===== src/hw/rtl/assert_macros.svh =====
// Assertion macros for the RTL files that carry checks.
`ifndef ASSERT_MACROS_SVH
`define ASSERT_MACROS_SVH

// Condition must hold at every clock edge outside reset.
`define SWSS_ASSERT_ALWAYS(label, clk, rst, expr) \
   label: assert property (@(posedge clk) disable iff (rst) (expr)) \
      else $error("swss check failed");

// Consequent must hold in the cycle after the antecedent.
`define SWSS_ASSERT_NEXT(label, clk, rst, ante, cons) \
   label: assert property (@(posedge clk) disable iff (rst) (ante) |=> (cons)) \
      else $error("swss check failed");

`endif


===== src/hw/rtl/swss_pkg.sv =====
// Shared types and constants of the skid-steer wheel speed block.
package swss_pkg;

   localparam int CMD_W    = 16;
   localparam int SPEED_W  = 24;
   localparam int GAIN_W   = 24;
   localparam int MS_W     = 16;
   localparam int TIME_W   = 32;
   localparam int CSR_IDX_W  = 3;
   localparam int CSR_DATA_W = 24;

   // Shared multiplier operands and product.
   localparam int MUL_A_W = 25;
   localparam int MUL_B_W = 26;
   localparam int MUL_P_W = MUL_A_W + MUL_B_W;

   // floor(2^27 / 5); quotient estimate is low by at most one.
   localparam logic [24:0] RECIP_DIV5 = 25'd26843545;
   localparam int          RECIP_SHIFT = 27;
   localparam int          QUOT_W = 21;

   localparam logic [CSR_IDX_W-1:0] CSR_FWD_GAIN  = 3'd0;
   localparam logic [CSR_IDX_W-1:0] CSR_TURN_GAIN = 3'd1;
   localparam logic [CSR_IDX_W-1:0] CSR_TIMEOUT   = 3'd2;
   localparam logic [CSR_IDX_W-1:0] CSR_MIN_GAP   = 3'd3;

   localparam logic [GAIN_W-1:0] FWD_GAIN_RESET  = 24'd655360;
   localparam logic [GAIN_W-1:0] TURN_GAIN_RESET = 24'd131072;
   localparam logic [MS_W-1:0]   TIMEOUT_RESET   = 16'd100;
   localparam logic [MS_W-1:0]   MIN_GAP_RESET   = 16'd50;

   typedef struct packed {
      logic [GAIN_W-1:0] forward_gain_q16;
      logic [GAIN_W-1:0] turn_gain_q16;
      logic [MS_W-1:0]   command_timeout_ms;
      logic [MS_W-1:0]   status_min_gap_ms;
   } cfg_type;

   typedef struct packed {
      logic signed [CMD_W-1:0]   translation;
      logic signed [CMD_W-1:0]   rotation;
      logic                      status_seen;
      logic signed [SPEED_W-1:0] left_measured;
      logic signed [SPEED_W-1:0] right_measured;
   } hold_type;

   typedef struct packed {
      logic signed [SPEED_W-1:0] left_main_speed;
      logic signed [SPEED_W-1:0] left_other_speed;
      logic signed [SPEED_W-1:0] right_main_speed;
      logic signed [SPEED_W-1:0] right_other_speed;
   } result_type;

   typedef struct packed {
      logic busy;
      logic load;
   } seq_status_type;

endpackage


===== src/hw/rtl/swss_csr.sv =====
// Configuration registers: gains, command timeout and status gap.
module swss_csr (
   input  logic                            clock,
   input  logic                            reset,
   input  logic                            wr_en,
   input  logic [swss_pkg::CSR_IDX_W-1:0]  wr_index,
   input  logic [swss_pkg::CSR_DATA_W-1:0] wr_data,
   output swss_pkg::cfg_type               cfg
);

   swss_pkg::cfg_type cfg_ff, cfg_in;

   always_comb begin
      cfg_in = cfg_ff;
      if (wr_en) begin
         unique case (wr_index)
            swss_pkg::CSR_FWD_GAIN:  cfg_in.forward_gain_q16   = wr_data;
            swss_pkg::CSR_TURN_GAIN: cfg_in.turn_gain_q16      = wr_data;
            swss_pkg::CSR_TIMEOUT:   cfg_in.command_timeout_ms = wr_data[15:0];
            swss_pkg::CSR_MIN_GAP:   cfg_in.status_min_gap_ms  = wr_data[15:0];
            default: ;
         endcase
      end
   end

   always_ff @(posedge clock) begin
      if (reset) begin
         cfg_ff.forward_gain_q16   <= swss_pkg::FWD_GAIN_RESET;
         cfg_ff.turn_gain_q16      <= swss_pkg::TURN_GAIN_RESET;
         cfg_ff.command_timeout_ms <= swss_pkg::TIMEOUT_RESET;
         cfg_ff.status_min_gap_ms  <= swss_pkg::MIN_GAP_RESET;
      end else begin
         cfg_ff <= cfg_in;
      end
   end

   assign cfg = cfg_ff;

endmodule


===== config.mk =====
export PLATFORM = sky130hd
export DESIGN_NAME = swss_csr
export DESIGN_NICKNAME = d
export VERILOG_FILES = /design/src/hw/rtl/assert_macros.svh /design/src/hw/rtl/swss_pkg.sv /design/src/hw/rtl/swss_csr.sv
export SDC_FILE = /design/constraint.sdc
export NUM_CORES = 1
export LEC_CHECK = 0
export CAP_MARGIN = 20
export CORE_UTILIZATION = 39
export DETAILED_ROUTE_END_ITERATION = 16
export DONT_BUFFER_PORTS = 1
export PLACE_DENSITY_LB_ADDON = 0.08
export SLEW_MARGIN = 10
export SYNTH_ARGS = -nofsm -noshare
export SYNTH_HDL_FRONTEND = slang
export SYNTH_SLANG_ARGS = --single-unit

===== constraint.sdc =====
create_clock -name clock -period 1.85 [get_ports clock]
set_input_delay 0.0925 -clock clock [delete_from_list [all_inputs] [get_ports clock]]
set_output_delay 0.0925 -clock clock [all_outputs]
set_load 0.005 [all_outputs]

==> results.ini <==
[run_status]
run_status = finished clean

[timing]
hold_viol_final = 0
report.final.setup_viol = 0
max-slew-margin-rel_pct = 72.4
final.min_clock_period_ns = 1.61
timing.clock.skew_ns = 0
setup_tns_ns = 0
layout_worst_path_cycle_share_pct = 87.1
fmax_ghz = 0.621
timing_worst_slew_pin_value_ns = 0.413
setup_repair_after_global_routing_missed_its_margin = no
slew_viol_final = 0

[cts]
cts_max_level = 3
cts_resized = 0
post_cts_hold_buffer_count = 19
cts_buffer_depth = 2
clk_root_buffer_cell = sky130_fd_sc_hd__clkbuf_8
cts_num_sinks = 80
clk_pin_slew_worst_paths_ns = 0.08
clk_latency_ns = 0.34
postCtsSetupRepairBufs = 0
tritoncts_clock_tree = yes
cts_inserted_buffers = 9

[route]
detailed_route_drc_error_count = 0
drt_first_iter_violations = 91
num_vias = 2024
postRouteAntennaNets = 0
via_to_cell_ratio = 4.82
avgRoutedWirePerCell_um = 17.3
drt-total-wl_um = 7280
firstDrtPassIters = 4

[synthesis]
mappedNetlistArea_sq_mm = 0.00324
synth.yosys.warnings = 0
syn_area_per_cell_sq_um = 10.8
synth_cell_types = 14
post-synth-top-area-fraction_pct = 49.5
syn-num-nets = 329
synth_seq_cells = 80
yosys.area.top_type = sky130_fd_sc_hd__dfxtp_1
post_synth_main_area_contributors = sky130_fd_sc_hd__dfxtp_1 (49%), sky130_fd_sc_hd__mux2i_1 (25%), sky130_fd_sc_hd__nand2b_1 (18%), sky130_fd_sc_hd__nor2_1 (1.9%), sky130_fd_sc_hd__clkbuf_1 (1.4%)
seq_area_frac_synth_pct = 49.5
postSynthCellCount = 299

[cells_and_area]
post_route_design_area_sq_mm = 0.00375
post_route_cells_drive_above_1_share_pct = 7.86
n_fill_cell = 749
area_growth_pct = 15.7
design.final.nets = 343
flip_flop_count_of_the_largest_register_all_copies_and_words_added = 80
count_of_inserted_antenna_diode_cells = 0
final_core_utilization_pct = 47.5

[job]
maxCapViolations = 0

[critical_path]
worst_ep_arrival_time_ns = 1.85
cpPeakStageDelay_ns = 0.55
timing.reg2reg.setup_slack_ns = 0.68
worst_setup_path_start_kind = input pin
ff2ff_path_depth = 3
path_class = in -> reg
critical-path-slowest-cell = sky130_fd_sc_hd__dlygate4sd3_1
critical-path-top-cell-by-count = sky130_fd_sc_hd__dlygate4sd3_1
worstSetupEndpointType = register
timing.critical_path.cells = dlygate4sd3_1 -> nand2b_1 -> dlygate4sd3_1 -> mux2i_1 -> dlygate4sd3_1
launching_element_of_the_worst_setup_path = wr_data[19]
required_ns = 2.09
worst-path-max-fanout = 2
worst_r2r_startpoint = cfg[49]$_SDFFE_PP1P_

[pwr]
power_density_mw_per_mm2 = 925
p_leak_nw = 1.62
max-vdd-ir-drop_v = 0.000365
report.power.total_mw = 3.46

[die]
fp.dieArea_sq_mm = 0.00867
die_w_um = 93.1
rows = 32
num_io_pins = 110
chipHeight_um = 93.1
start_util_pct = 41.1
placeableCoreArea_sq_mm = 0.00789

[place]
gp_routability_congestion = 0.676
placed_instance_area_sq_mm = 0.00330
portBuffers = 0
detailed_placement_hpwl_um = 4480

[global_routing]
grt_pass1_vias = 2042
initial_antenna_violation_count = 0
grt_overflow = 0
grt_pass1_wl_um = 11300
pin_count_of_the_biggest_net_entering_global_routing = 94
grt.total_usage_pct = 17.4

[worst_hold_path]
hold-path-cell-count = 2
worst_hold_path_type = in -> reg
worstHoldStart = reset

critical path, delay by kind of cell:
| family | cells | cell delay (ns) |
|---|---|---|
| buf+inv | 3 | 1.63 |
| mux | 1 | 0.06 |
| simple gates | 1 | 0.07 |
where the power goes:
part | total (mW) | leakage (nW) | switching (mW) | internal (mW)
registers | 1.79 | 0.648 | 0.0302 | 1.76
clock network | 1.46 | 0.117 | 0.658 | 0.804
logic | 0.214 | 0.859 | 0.0998 | 0.114
total | 3.46 | 1.62 | 0.788 | 2.68
path summary, 6_finish.rpt:
kind	end
max	cfg[51]$_SDFFE_PP0P_
min	cfg[33]$_SDFFE_PP0P_
max reg2reg	cfg[49]$_SDFFE_PP1P_
min reg2reg	cfg[61]$_SDFFE_PP0P_
cells in the mapped netlist:
master and count:
sky130_fd_sc_hd__nand4bb_1 2, sky130_fd_sc_hd__buf_4 3, sky130_fd_sc_hd__buf_2 5, sky130_fd_sc_hd__nor4b_1 1, sky130_fd_sc_hd__nand4b_1 1, sky130_fd_sc_hd__clkbuf_1 12
sky130_fd_sc_hd__dfxtp_1 80, sky130_fd_sc_hd__buf_6 2, sky130_fd_sc_hd__nor2_1 16, sky130_fd_sc_hd__nand2b_1 94, sky130_fd_sc_hd__and4bb_2 1, sky130_fd_sc_hd__or4b_1 1
sky130_fd_sc_hd__mux2i_1 80, sky130_fd_sc_hd__nor4bb_1 1
metrics by stage:
stage,instances,setup slack [ns],hold slack [ns]
after global routing,420,0.175,0.0156
after detailed placement,384,0.676,0.259
after CTS,419,0.251,0.00372
after global placement,384,0.691,0.254
final,420,0.239,0.0178
after floorplan,299,0.852,0.248
cell type report:
class,instances,area [sq um],share of cell area (%)
clock inverters,6,91.3,2.44
multi-input cells,197,1530,40.9
clock buffers,10,138,3.67
well taps,102,128,3.41
flip-flops and latches,80,1600,42.7
repair buffers,25,255,6.81
kinds of logic (layout without fill, tap and decap cells):
group	after synthesis	after routing	share of synthesized area [%]
simple gates	117	117	22.3
flops	80	80	49.5
mux	80	80	24.7
buf+inv	22	41	3.55
cell usage in the layout (no fill, tap or decap):
master | Yosys | routed
sky130_fd_sc_hd__and4bb_2 | 1 | 1
sky130_fd_sc_hd__buf_16 | 0 | 1
sky130_fd_sc_hd__nor4b_2 | 0 | 1
sky130_fd_sc_hd__dfxtp_1 | 80 | 80
sky130_fd_sc_hd__inv_6 | 0 | 1
sky130_fd_sc_hd__nor4bb_2 | 0 | 1
sky130_fd_sc_hd__nand2b_1 | 94 | 94
sky130_fd_sc_hd__bufinv_16 | 0 | 2
sky130_fd_sc_hd__dlygate4sd3_1 | 0 | 19
sky130_fd_sc_hd__clkbuf_8 | 0 | 10
sky130_fd_sc_hd__nand4bb_1 | 2 | 2
sky130_fd_sc_hd__clkinv_4 | 0 | 2
sky130_fd_sc_hd__nor2_1 | 16 | 16
sky130_fd_sc_hd__nand4b_1 | 1 | 1
sky130_fd_sc_hd__clkinv_2 | 0 | 1
sky130_fd_sc_hd__mux2i_1 | 80 | 80
sky130_fd_sc_hd__buf_4 | 3 | 5
sky130_fd_sc_hd__or4b_1 | 1 | 1
per-layer routing:
layer	part of all wire (%)	global-route usage (%)	wire (um)
met1	47	22.4	3430
met2	44	25.7	3230
met3	6.7	6.50	490
met4	1.7	8.46	127
met5	0	0	0
Power figures use the tool's default switching activity.
