**src/hw/rtl/assert_macros.svh**
```systemverilog
// Assertion macros for the RTL files that carry checks.
`ifndef ASSERT_MACROS_SVH
`define ASSERT_MACROS_SVH

// Condition must hold at every clock edge outside reset.
`define SWSS_ASSERT_ALWAYS(label, clk, rst, expr) \
   label: assert property (@(posedge clk) disable iff (rst) (expr)) \
      else $error("swss check failed");

// Consequent must hold in the cycle after the antecedent.
`define SWSS_ASSERT_NEXT(label, clk, rst, ante, cons) \
   label: assert property (@(posedge clk) disable iff (rst) (ante) |=> (cons)) \
      else $error("swss check failed");

`endif

```
**src/hw/rtl/swss_pkg.sv**
```systemverilog
// Shared types and constants of the skid-steer wheel speed block.
package swss_pkg;

   localparam int CMD_W    = 16;
   localparam int SPEED_W  = 24;
   localparam int GAIN_W   = 24;
   localparam int MS_W     = 16;
   localparam int TIME_W   = 32;
   localparam int CSR_IDX_W  = 3;
   localparam int CSR_DATA_W = 24;

   // Shared multiplier operands and product.
   localparam int MUL_A_W = 25;
   localparam int MUL_B_W = 26;
   localparam int MUL_P_W = MUL_A_W + MUL_B_W;

   // floor(2^27 / 5); quotient estimate is low by at most one.
   localparam logic [24:0] RECIP_DIV5 = 25'd26843545;
   localparam int          RECIP_SHIFT = 27;
   localparam int          QUOT_W = 21;

   localparam logic [CSR_IDX_W-1:0] CSR_FWD_GAIN  = 3'd0;
   localparam logic [CSR_IDX_W-1:0] CSR_TURN_GAIN = 3'd1;
   localparam logic [CSR_IDX_W-1:0] CSR_TIMEOUT   = 3'd2;
   localparam logic [CSR_IDX_W-1:0] CSR_MIN_GAP   = 3'd3;

   localparam logic [GAIN_W-1:0] FWD_GAIN_RESET  = 24'd655360;
   localparam logic [GAIN_W-1:0] TURN_GAIN_RESET = 24'd131072;
   localparam logic [MS_W-1:0]   TIMEOUT_RESET   = 16'd100;
   localparam logic [MS_W-1:0]   MIN_GAP_RESET   = 16'd50;

   typedef struct packed {
      logic [GAIN_W-1:0] forward_gain_q16;
      logic [GAIN_W-1:0] turn_gain_q16;
      logic [MS_W-1:0]   command_timeout_ms;
      logic [MS_W-1:0]   status_min_gap_ms;
   } cfg_type;

   typedef struct packed {
      logic signed [CMD_W-1:0]   translation;
      logic signed [CMD_W-1:0]   rotation;
      logic                      status_seen;
      logic signed [SPEED_W-1:0] left_measured;
      logic signed [SPEED_W-1:0] right_measured;
   } hold_type;

   typedef struct packed {
      logic signed [SPEED_W-1:0] left_main_speed;
      logic signed [SPEED_W-1:0] left_other_speed;
      logic signed [SPEED_W-1:0] right_main_speed;
      logic signed [SPEED_W-1:0] right_other_speed;
   } result_type;

   typedef struct packed {
      logic busy;
      logic load;
   } seq_status_type;

endpackage

```
**src/hw/rtl/swss_hold.sv**
```systemverilog
// Held motion command with timeout, and gated wheel status sample.
module swss_hold (
   input  logic                                clock,
   input  logic                                reset,
   input  logic                                accept,
   input  logic                                new_command,
   input  logic signed [swss_pkg::CMD_W-1:0]   translation_mm_s,
   input  logic signed [swss_pkg::CMD_W-1:0]   rotation_mrad_s,
   input  logic                                new_status,
   input  logic [swss_pkg::TIME_W-1:0]         status_time_ms,
   input  logic signed [swss_pkg::SPEED_W-1:0] left_main_measured,
   input  logic signed [swss_pkg::SPEED_W-1:0] right_main_measured,
   input  logic [swss_pkg::TIME_W-1:0]         now_ms,
   input  swss_pkg::cfg_type                   cfg,
   output swss_pkg::hold_type                  hold
);

   swss_pkg::hold_type          hold_ff, hold_in;
   logic                        cmd_seen_ff, cmd_seen_in;
   logic [swss_pkg::TIME_W-1:0] cmd_time_ff, cmd_time_in;
   logic [swss_pkg::TIME_W-1:0] stat_time_ff, stat_time_in;
   logic [swss_pkg::TIME_W-1:0] cmd_age, stat_age;
   logic                        expired, newer;

   assign cmd_age  = now_ms - cmd_time_ff;
   assign stat_age = status_time_ms - stat_time_ff;
   assign expired  = cmd_seen_ff &&
                     (cmd_age >= {16'd0, cfg.command_timeout_ms});
   // age is signed mod 2^32: negative means older
   assign newer    = !stat_age[swss_pkg::TIME_W-1] &&
                     (stat_age > {16'd0, cfg.status_min_gap_ms});

   always_comb begin
      hold_in      = hold_ff;
      cmd_seen_in  = cmd_seen_ff;
      cmd_time_in  = cmd_time_ff;
      stat_time_in = stat_time_ff;
      if (accept) begin
         if (new_command) begin
            hold_in.translation = translation_mm_s;
            hold_in.rotation    = rotation_mrad_s;
            cmd_seen_in         = 1'b1;
            cmd_time_in         = now_ms;
         end else if (expired) begin
            hold_in.translation = '0;
            hold_in.rotation    = '0;
            cmd_seen_in         = 1'b0;
         end
         if (new_status && (!hold_ff.status_seen || newer)) begin
            hold_in.status_seen    = 1'b1;
            hold_in.left_measured  = left_main_measured;
            hold_in.right_measured = right_main_measured;
            stat_time_in           = status_time_ms;
         end
      end
   end

   always_ff @(posedge clock) begin
      if (reset) begin
         hold_ff      <= '0;
         cmd_seen_ff  <= 1'b0;
         cmd_time_ff  <= '0;
         stat_time_ff <= '0;
      end else begin
         hold_ff      <= hold_in;
         cmd_seen_ff  <= cmd_seen_in;
         cmd_time_ff  <= cmd_time_in;
         stat_time_ff <= stat_time_in;
      end
   end

   assign hold = hold_ff;

endmodule

```
**config.mk**
```make
export PLATFORM = sky130hd
export DESIGN_NAME = swss_hold
export DESIGN_NICKNAME = d
export VERILOG_FILES = /design/src/hw/rtl/assert_macros.svh /design/src/hw/rtl/swss_pkg.sv /design/src/hw/rtl/swss_hold.sv
export SDC_FILE = /design/constraint.sdc
export NUM_CORES = 1
export LEC_CHECK = 0
export ABC_AREA = 1
export BUFFER_PORTS_ARGS = -buffer_cell sky130_fd_sc_hd__buf_2
export CAP_MARGIN = 25
export CORE_UTILIZATION = 30
export DETAILED_ROUTE_END_ITERATION = 16
export HOLD_SLACK_MARGIN = 0.06
export PLACE_DENSITY = 0.62
export SETUP_SLACK_MARGIN = 0.4
export SKIP_CTS_REPAIR_TIMING = 1
export SLEW_MARGIN = 0
export SYNTH_ARGS = -nofsm -noshare
export SYNTH_HDL_FRONTEND = slang
export SYNTH_SLANG_ARGS = --single-unit
```
**constraint.sdc**
```tcl
create_clock -name clock -period 3.5 [get_ports clock]
set_clock_uncertainty 0.1 [all_clocks]
set_input_delay 0.35 -clock clock [delete_from_list [all_inputs] [get_ports clock]]
set_output_delay 0.35 -clock clock [all_outputs]
set_load 0.02 [all_outputs]
```
==> metrics.md, run 1 <==
| Metric | Value |
|---|---|
| Final Max Slew Viols | `0` |
| Clock sinks | `146` |
| Antenna violations before repair | `4` |
| Area contributors post-synth | `dfxtp_1, nand2_1, inv_1` |
| Fin crit share | `1.097` |
| Clock buffer depth | `2` |
| Switching Share | `0.3697` |
| Final nets | `2746` |
| PD cells | `371.1 mW/mm^2` |
| Worst setup SP type | `flip-flop` |
| Number of flops mapped to enable cells by yosys | `0` |
| RSZ-0062 raised after global routing | `true` |
| Worst skew pair latency | `0.47 ns` |
| CORE AREA | `0.03883 mm^2` |
| Top cell type by total area after synthesis | `dfxtp_1` |
| Min cycle time layout | `3.839 ns` |
| Synth unique cells | `36` |
| Die height | `200.7 um` |
| Outcome | `complete, but fails checks` |
| Flops & latches, synth | `146` |
| Critical path data arrival time | `4.13 ns` |
| GRT Total Usage | `0.1801` |
| GPL Wtd Cong | `0.8926` |
| Synth top area share | `0.2469` |
| Final hold slack | `0.05916 ns` |
| Hold Vio Cnt, Final | `0` |
| Pin count of the biggest net entering global routing | `95` |
| DR WL/cell | `13.95 um` |
| CTS tree | `yes` |
| RR Endpoint | `hold[21]$_SDFFE_PP0P_` |
| Highest Clock Rate | `0.2605 GHz` |
| Layout Area Growth over Synthesis | `48.96%` |
| Grt total ovfl | `0` |
| Synth Net Count | `2338` |
| Starting Density | `0.3049` |
| Final Non-Filler Cells | `2955` |
| Peak VDD IR | `0.0003483 V` |
| Pleak | `9.266 nW` |
| # Max-Cap Violations | `0` |
| Slew HR | `0.1509` |
| Routed vias/inst | `4.617` |
| Synth Instances | `2013` |
| Die W | `200.7 um` |
| ANT nets after route | `0` |
| Worst hold path class | `in -> reg` |
| Switching Power | `2.420 mW` |
| Dpl hpwl | `28650 um` |
| Critical path required time | `3.79 ns` |
| Vias | `13643` |
| Crit Path Max Fanout | `7` |
| WL final | `41220 um` |
| Hold path cells | `3` |
| Violated checks | `setup timing` |
| Worst-margin pin slew | `1.274 ns` |
| Int Pwr | `4.125 mW` |
| Reg2reg path depth | `27` |
| Sequential fraction of the synthesis area | `0.2469` |
| Synthesis Warnings | `0` |
| Port bufs | `261` |
| DRC violation count after routing | `0` |
| Setup violators final | `104` |
| Cts bufs inserted | `17` |
| Synth top cells by count | `nand2_1, inv_1, nor2_1` |
| Count leader, synth | `nand2_1` |
| Hold path startpoint | `translation_mm_s[7]` |
| Placed Cells | `2843` |
| Comb power frac | `0.415` |
| Row count | `72` |
| Worst Hold Path EP | `hold[72]$_SDFFE_PP0P_` |
| Vias in the first global route | `12666` |
| Die ar. | `0.04026 mm^2` |
| DRT Pass-1 Iters | `5` |
| Critical path class | `reg -> reg` |
| Ys async rst share | `0` |
| Power Total | `6.544 mW` |
| I/O Pins | `310` |
| Synth Cell Area | `0.01184 mm^2` |
| R2r startpoint | `stat_time_ff[6]$_SDFFE_PP0P_` |
| CTS HTree Levels | `4` |
| Sequential share of power | `0.284` |
| Final WS setup | `-0.3393 ns` |
| Initial DRC Count | `637` |
| First-pass GRT wire length | `58790 um` |
| Fraction of layout cells with a size suffix above 1 | `0.3161` |
| Synth Area per Inst | `5.881 um^2` |
| Root buf cell | `clkbuf_16` |
| Most used DFF post-synth | `dfxtp_1` |
| Worst setup EP type | `flip-flop` |
| FF-to-FF setup slack | `-0.34 ns` |
| Share of total power in the clock network | `0.301` |
| CTS clk-pin slew, worst paths | `0.06 ns` |
## worst max-delay path by stage
stage / start / to / slack (ns) / cells past startpoint
floorplan: status_time_ms[0] / hold[38]$_SDFFE_PP0P_ / 0.25 / 27
global placement: status_time_ms[0] / hold[44]$_SDFFE_PP0P_ / -0.38 / 25
detailed placement: status_time_ms[0] / hold[29]$_SDFFE_PP0P_ / -0.47 / 25
CTS: stat_time_ff[8]$_SDFFE_PP0P_ / hold[29]$_SDFFE_PP0P_ / -0.32 / 24
global route: stat_time_ff[4]$_SDFFE_PP0P_ / hold[21]$_SDFFE_PP0P_ / -0.58 / 27
finish: stat_time_ff[6]$_SDFFE_PP0P_ / hold[21]$_SDFFE_PP0P_ / -0.34 / 27
## power groups by stage
stage	Sequential, mW	Clock, mW	Combinational, mW
floorplan	1.94	0	1.36
global placement	1.87	0	2.13
detailed placement	1.87	0	2.18
CTS	1.84	2.02	2.19
global route	1.87	2.09	3.01
finish	1.86	1.97	2.72
## layout make-up
class	count	area, um^2
Clock inverter	10	148.9
Clock buffer	21	460.4
Sequential cell	146	2937
Timing Repair Buffer	451	3351
Multi-Input combinational cell	1390	8504
Fill cell	3943	21190
Tap cell	518	648.1
Antenna cell	4	10.01
Inverter	415	1577
## cell usage in the layout (no fill, tap or decap), drive strengths merged
cell           n
nand4         11
a211oi         1
fa             2
nor2         195
diode          4
o21a           2
nand3        174
a21oi        194
nand2        610
buf          404
xnor2          2
a21o           1
or2            2
bufinv         3
clkinvlp       2
and2           2
nor4           1
ha            94
clkbuf        37
inv          414
and3           1
clkinv         6
nand3b         4
o21ai         41
dfxtp        146
a31oi          1
dlygate4sd3   31
o21bai         5
xor2          30
nor3          17
## metal layers
metal,vias to the layer above,GRT usage,share of wire
li1,7024,-,-
met1,6188,0.2089,0.43
met2,344,0.3151,0.49
met3,85,0.04627,0.051
met4,2,0.07061,0.034
met5,-,0,0.00032
## per-stage QoR
| step | cell area, um^2 | TNS (ns) | util | setup slack [ns] |
|---|---|---|---|---|
| 6_report | 17640 | -21.93 | 0.4542 | -0.3393 |
| 5_1_grt | 17630 | -48.88 | 0.4541 | -0.5762 |
| 4_1_cts | 15190 | -23.77 | 0.3913 | -0.3167 |
| 3_5_place_dp | 14590 | -43.37 | 0.3756 | -0.4709 |
| 3_3_place_gp | 14570 | -34.53 | 0.3751 | -0.3820 |
| 2_1_floorplan | 11990 | 0 | - | 0.2537 |
## cells by family (layout without fill, tap and decap cells)
group,after synthesis,after routing,synth area share
AND/OR/NAND/NOR,1013,1017,0.3572
buffers and inverters,481,897,0.1607
AO/OA/AOI/OAI,245,245,0.1088
flip-flops,146,146,0.2469
adder cells (fa/ha/maj),96,96,0.1027
XOR/XNOR,32,32,0.02367
other,0,4,0
## flip-flops by register name, indices dropped and copies added (netlist names)
register	cells
cmd_seen_ff	1
cmd_time_ff	32
hold	81
stat_time_ff	32
## worst max-delay path, cell delays in order (launching register included)
cell and delay (ns):
dfxtp_2 0.34, inv_1 0.06, ha_4 0.29, nand2_4 0.06, nor2_2 0.18, nand2_4 0.07
nand2_4 0.09, buf_4 0.11, a31oi_2 0.08, xnor2_1 0.24, ha_1 0.30, nand2_2 0.13
o21ai_1 0.08, a21oi_1 0.18, nand2_2 0.08, nand2_2 0.09, nand3_2 0.08, nor2_2 0.09
nand2_1 0.06, nor2_1 0.08, nand2_1 0.10, nand2_4 0.12, buf_12 0.15, nand2_8 0.11
clkbuf_16 0.24, nand3_1 0.06, nand2_1 0.06, nor2_1 0.13
Power figures use the tool's default switching activity.
==> run 2, diff against run 1 <==
Settings changed: BUFFER_PORTS_ARGS -buffer_cell sky130_fd_sc_hd__buf_2 to -buffer_cell sky130_fd_sc_hd__buf_4, PLACE_DENSITY 0.62 to 0.6, SLEW_MARGIN 0 to 20.
Clock period 3.5 ns to 4.2 ns, I/O delays scaled along.
==> metrics.md, run 2 (same netlist as run 1, synthesis figures left out) <==
| Metric | Value |
|---|---|
| Cts bufs inserted | `17 (unchanged)` |
| Antenna violations before repair | `0 (-4)` |
| I/O Pins | `310 (unchanged)` |
| Sequential Area | `0.002929 mm^2 (-0.26%)` |
| Worst setup SP type | `flip-flop` |
| CTS tree | `yes` |
| DRT Pass-1 Iters | `5 (unchanged)` |
| Design Area, Final | `0.01611 mm^2 (-8.7%)` |
| Critical path required time | `4.43 ns (+0.64 ns)` |
| Crit path max-delay cell type | `fa_2` |
| Vias in the first global route | `11593 (-8.5%)` |
| FF-to-FF setup slack | `0.51 ns (+0.85 ns)` |
| Leading cell type in the layout, fill and taps excluded | `nand2_1` |
| Port bufs | `261 (unchanged)` |
| Placed Cells | `2742 (-3.6%)` |
| Routed vias/inst | `4.559 (-1.3%)` |
| Die W | `200.7 um (unchanged)` |
| PD cells | `321.0 mW/mm^2 (-13%)` |
| Outcome | `complete, no violations` |
| Most used cell, CP | `nand2_2` |
| Pleak | `8.604 nW (-7.1%)` |
| Area of the multi-input gates | `0.007634 mm^2 (-10%)` |
| Max reg flops | `81 (unchanged)` |
| Root buf cell | `clkbuf_16` |
| RSZ-0062 raised after global routing | `true` |
| GRT Total Usage | `0.1705 (-0.009642)` |
| Grt total ovfl | `0 (unchanged)` |
| CP top delay family | `simple AND/OR/NAND/NOR gates` |
| DRC violation count after routing | `0 (unchanged)` |
| Share of total power in the clock network | `0.323 (+0.022)` |
| Clock buffer depth | `2 (unchanged)` |
| Min cycle time layout | `3.692 ns (-0.1472 ns)` |
| Sequential share of power | `0.296 (+0.012)` |
| Int Pwr | `3.287 mW (-20%)` |
| Worst-margin pin slew | `1.023 ns (-0.2503 ns)` |
| Switching Share | `0.3644 (-0.005373)` |
| Critical path class | `reg -> reg` |
| Placed Area | `0.01432 mm^2 (-1.8%)` |
| Fraction of layout cells with a size suffix above 1 | `0.2228 (-0.09332)` |
| ANT nets after route | `0 (unchanged)` |
| Vias | `12819 (-6.0%)` |
| Comb power frac | `0.381 (-0.034)` |
| Highest Clock Rate | `0.2708 GHz (+4.0%)` |
| # Max-Cap Violations | `0 (unchanged)` |
| Critical path data arrival time | `3.92 ns (-0.21 ns)` |
| CTS clk-pin slew, worst paths | `0.07 ns (about the same)` |
| Filler Cell Count | `4082 (+3.5%)` |
| Die ar. | `0.04026 mm^2 (unchanged)` |
| Row count | `72 (unchanged)` |
| Most frequent cells in the layout | `nand2_1, inv_1, buf_4` |
| Setup_tns | `0 ns (+21.93 ns)` |
| Dpl hpwl | `27310 um (-4.7%)` |
| Slowest stage delay, CP | `0.42 ns (+0.08 ns)` |
| Final nets | `2606 (-5.1%)` |
| Clock sinks | `146 (unchanged)` |
| Peak VDD IR | `0.0002830 V (-19%)` |
| Slew HR | `0.3178 (+0.1669)` |
| Initial DRC Count | `551 (-14%)` |
| Hold Vio Cnt, Final | `0 (unchanged)` |
| Setup violators final | `0 (-100%)` |
| Worst hold path class | `in -> reg` |
| First-pass GRT wire length | `55950 um (-4.8%)` |
| Final Max Slew Viols | `0 (unchanged)` |
| Crit Path Max Fanout | `7 (unchanged)` |
| Switching Power | `1.884 mW (-22%)` |
| CORE AREA | `0.03883 mm^2 (unchanged)` |
| Fin crit share | `0.8791 (-0.2179)` |
| Layout Area Growth over Synthesis | `36.04%` |
| Final Non-Filler Cells | `2812 (-4.8%)` |
| Worst skew pair latency | `0.45 ns (-0.02 ns)` |
| ANT cells | `0 (-4)` |
| DR WL/cell | `13.38 um (-4.1%)` |
| Worst setup EP type | `flip-flop` |
| CTS HTree Levels | `4 (unchanged)` |
| Die height | `200.7 um (unchanged)` |
| WL final | `37620 um (-8.7%)` |
| Crit path buf inv count | `2 (-2)` |
| Pin count of the biggest net entering global routing | `105 (+11%)` |
| GPL Wtd Cong | `0.9023 (+1.1%)` |
| Starting Density | `0.3049 (unchanged)` |
[run 2: layout make-up]
| type | instances | area share |
|---|---|---|
| Tap cell | 518 | 0.04024 |
| Clock inverter | 13 | 0.01080 |
| Timing Repair Buffer | 315 | 0.1679 |
| Sequential cell | 146 | 0.1819 |
| Clock buffer | 19 | 0.02812 |
| Multi-Input combinational cell | 1386 | 0.4740 |
| Inverter | 415 | 0.09711 |
[run 2: routing by layer]
layer	track usage	wire length, um	share of wire
met1	0.2080	16480	0.44
met2	0.2951	18380	0.49
met3	0.04058	2015	0.054
met4	0.05098	740	0.020
met5	0	0	0
[run 2: final timing paths]
check,from,endpoint,cells after the start
max,stat_time_ff[0]$_SDFFE_PP0P_,stat_time_ff[13]$_SDFFE_PP0P_,26
min,rotation_mrad_s[7],hold[56]$_SDFFE_PP0P_,3
max reg2reg,stat_time_ff[0]$_SDFFE_PP0P_,stat_time_ff[13]$_SDFFE_PP0P_,26
min reg2reg,cmd_time_ff[17]$_SDFFE_PP0P_,cmd_time_ff[17]$_SDFFE_PP0P_,2
[run 2: power groups by stage]
stage | logic (mW) | registers (mW) | clock network, mW
6_report | 1.97 | 1.53 | 1.67
4_1_cts | 1.72 | 1.53 | 1.73
2_1_floorplan | 1.11 | 1.61 | 0
3_5_place_dp | 1.71 | 1.56 | 0
3_3_place_gp | 1.68 | 1.55 | 0
5_1_grt | 2.20 | 1.54 | 1.78
[run 2: per-stage QoR]
step	util	setup slack (ns)	hold slack (ns)	total power, mW
after detailed placement	0.3688	0.1056	0.3507	3.269
after floorplan	-	0.7482	0.3331	2.724
after global placement	0.3681	0.1501	0.3440	3.237
after global routing	0.4148	0.2569	0.09886	5.523
after CTS	0.3850	0.3166	0.09896	4.975
final	0.4148	0.5079	0.1314	5.171
[run 2: worst register-to-register path, stage by stage (launching register included)]
cell and delay (ns):
dfxtp_2 0.33, ha_4 0.17, fa_2 0.42, nor2_2 0.11, or2_4 0.15, nand2_2 0.05
nand2_2 0.08, nand2_2 0.05, nand2_2 0.09, xor2_1 0.18, ha_1 0.27, nand2_2 0.09
nor2_2 0.04, a21oi_2 0.12, nand2_1 0.08, nand2_2 0.11, nand3_2 0.08, nor2_1 0.11
nand2_1 0.06, nor2_1 0.08, nand2_1 0.08, nand2_2 0.11, nand2_8 0.08, buf_12 0.16
buf_6 0.15, a21oi_1 0.16, nor2_1 0.08
==> run 3, diff against run 2 <==
Settings changed: CORE_UTILIZATION 30 to 36, PLACE_DENSITY 0.6 to 0.68.
==> metrics.md, run 3 (same netlist as run 1, synthesis figures left out) <==
| Metric | Value |
|---|---|
| Vias | `12870 (+0.40%)` |
| Switching Share | `0.3801 (+0.01574)` |
| Worst-margin pin slew | `0.8700 ns (-0.1533 ns)` |
| R2r startpoint | `stat_time_ff[5]$_SDFFE_PP0P_` |
| Highest Clock Rate | `0.2691 GHz (-0.63%)` |
| Final WS setup | `0.4845 ns (-0.02334 ns)` |
| RSZ-0062 raised after global routing | `true` |
| DRC violation count after routing | `0 (unchanged)` |
| Slew HR | `0.4200 (+0.1022)` |
| GRT Total Usage | `0.2014 (+0.03095)` |
| Cts bufs inserted | `17 (unchanged)` |
| DR WL/cell | `14.13 um (+5.6%)` |
| Critical path required time | `4.44 ns (about the same)` |
| Starting Density | `0.3648 (+0.05988)` |
| Pin count of the biggest net entering global routing | `96 (-8.6%)` |
| Share of total power in the clock network | `0.310 (-0.013)` |
| Peak VDD IR | `0.0002901 V (+2.5%)` |
| Crit path max-delay cell type | `dfxtp_1` |
| CP startpoint | `stat_time_ff[5]$_SDFFE_PP0P_` |
| Die ar. | `0.03362 mm^2 (-17%)` |
| Hold Vio Cnt, Final | `0 (unchanged)` |
| Design Area, Final | `0.01577 mm^2 (-2.1%)` |
| Sequential share of power | `0.302 (+0.006)` |
| Critical path class | `reg -> reg` |
| WL final | `38490 um (+2.3%)` |
| Final Max Slew Viols | `0 (unchanged)` |
| Pleak | `8.502 nW (-1.2%)` |
| RR Endpoint | `stat_time_ff[22]$_SDFFE_PP0P_` |
| Max reg flops | `81 (unchanged)` |
| CORE AREA | `0.03245 mm^2 (-16%)` |
| Outcome | `complete, no violations` |
| Int Pwr | `3.145 mW (-4.3%)` |
| Vias in the first global route | `11362 (-2.0%)` |
| First-pass GRT wire length | `54350 um (-2.9%)` |
| Filler Cell Count | `3341 (-18%)` |
| Worst setup SP type | `flip-flop` |
| Worst hold path class | `in -> reg` |
| I/O Pins | `310 (unchanged)` |
| DRT Pass-1 Iters | `5 (unchanged)` |
| GPL Wtd Cong | `0.9221 (+2.2%)` |
| CTS HTree Levels | `4 (unchanged)` |
| ANT nets after route | `0 (unchanged)` |
| ANT cells | `0 (unchanged)` |
| Die height | `183.3 um (-8.6%)` |
| Reg2reg path depth | `26 (unchanged)` |
| Dpl hpwl | `26310 um (-3.7%)` |
| CTS tree | `yes` |
| Setup_tns | `0 ns (unchanged)` |
| Final nets | `2594 (-0.46%)` |
| Slowest stage delay, CP | `0.34 ns (-0.08 ns)` |
| Max Used Layer | `met4` |
| Fin crit share | `0.8846 (+0.005557)` |
| Comb power frac | `0.389 (+0.008)` |
| Root buf cell | `clkbuf_16` |
| # Max-Cap Violations | `0 (unchanged)` |
| Layout Area Growth over Synthesis | `33.19%` |
| M1 wire length | `17060 um (+3.5%)` |
| Final Non-Filler Cells | `2724 (-3.1%)` |
| Fin util | `0.4859 (+0.07105)` |
| Switching Power | `1.928 mW (+2.4%)` |
| Port bufs | `261 (unchanged)` |
| Routed met3 length | `2073 um (+2.9%)` |
| Initial DRC Count | `751 (+36%)` |
| Leading cell type in the layout, fill and taps excluded | `nand2_1` |
| Routed vias/inst | `4.725 (+3.6%)` |
| Worst setup EP type | `flip-flop` |
| Critical path data arrival time | `3.96 ns (+0.04 ns)` |
| CTS clk-pin slew, worst paths | `0.07 ns (about the same)` |
| Die W | `183.3 um (-8.6%)` |
| Crit Path Max Fanout | `10 (+3)` |
| Met2 routed WL | `18360 um (-0.11%)` |
| Placed Cells | `2659 (-3.0%)` |
| Placed Area | `0.01414 mm^2 (-1.3%)` |
| Setup WS pre-CTS | `0.09925 ns (-0.006324 ns)` |
| Most frequent cells in the layout | `nand2_1, inv_1, buf_4` |
| FF-to-FF setup slack | `0.48 ns (-0.02 ns)` |
| Clock sinks | `146 (unchanged)` |
| Min cycle time layout | `3.715 ns (+0.02334 ns)` |
| Grt total ovfl | `0 (unchanged)` |
| Clock buffer depth | `2 (unchanged)` |
| Row count | `66 (-8.3%)` |
| Setup violators final | `0 (unchanged)` |
| Fraction of layout cells with a size suffix above 1 | `0.2130 (-0.009784)` |
| CP endpoint | `stat_time_ff[22]$_SDFFE_PP0P_` |
| Antenna violations before repair | `0 (unchanged)` |
| PD cells | `321.7 mW/mm^2 (+0.22%)` |
| Worst skew pair latency | `0.45 ns (about the same)` |
==> run 3: stage by stage <==
stage | power, mW | hold slack, ns
after CTS | 4.832 | 0.1007
after floorplan | 2.724 | 0.3331
after global routing | 5.404 | 0.1153
final | 5.073 | 0.1324
after detailed placement | 3.245 | 0.3511
after global placement | 3.208 | 0.3434
==> run 3: how the worst min path moves through the flow <==
stage,start,end,slack [ns],cells past startpoint
finish,rotation_mrad_s[14],hold[63]$_SDFFE_PP0P_,0.13,3
global route,translation_mm_s[0],hold[65]$_SDFFE_PP0P_,0.12,3
CTS,rotation_mrad_s[5],hold[54]$_SDFFE_PP0P_,0.10,3
detailed placement,cmd_time_ff[14]$_SDFFE_PP0P_,cmd_time_ff[14]$_SDFFE_PP0P_,0.35,2
global placement,cmd_time_ff[22]$_SDFFE_PP0P_,cmd_time_ff[22]$_SDFFE_PP0P_,0.34,2
floorplan,cmd_time_ff[10]$_SDFFE_PP0P_,cmd_time_ff[10]$_SDFFE_PP0P_,0.33,2
==> run 3: area by class of cell <==
type	instances	area, um^2	area share
multi-input cells	1388	7587	0.4812
flip-flops and latches	146	2932	0.1859
repair buffers	301	2552	0.1619
inverters	415	1562	0.09903
well taps	442	553.0	0.03507
clock buffers	18	439.2	0.02785
clock inverters	14	142.6	0.009046
==> run 3: power groups by stage <==
stage	Combinational (mW)	Sequential (mW)	Clock (mW)
3_5_place_dp	1.69	1.56	0
4_1_cts	1.70	1.53	1.61
6_report	1.97	1.53	1.57
2_1_floorplan	1.11	1.61	0
3_3_place_gp	1.65	1.55	0
5_1_grt	2.20	1.54	1.67
==> run 3: layer usage <==
layer / up-vias / track usage
met4: 0 / 0.07567
met1: 5791 / 0.2482
met2: 318 / 0.3417
met3: 60 / 0.04388
met5: - / 0
li1: 6701 / -
==> run 3: worst max-delay path, delay by kind of cell (launching register included) <==
family,cells,cell delay [ns]
compound gates,5,0.70
xor+xnor,1,0.18
simple gates,14,1.21
flops,1,0.34
buf+inv,4,0.50
fa+ha+maj,2,0.57
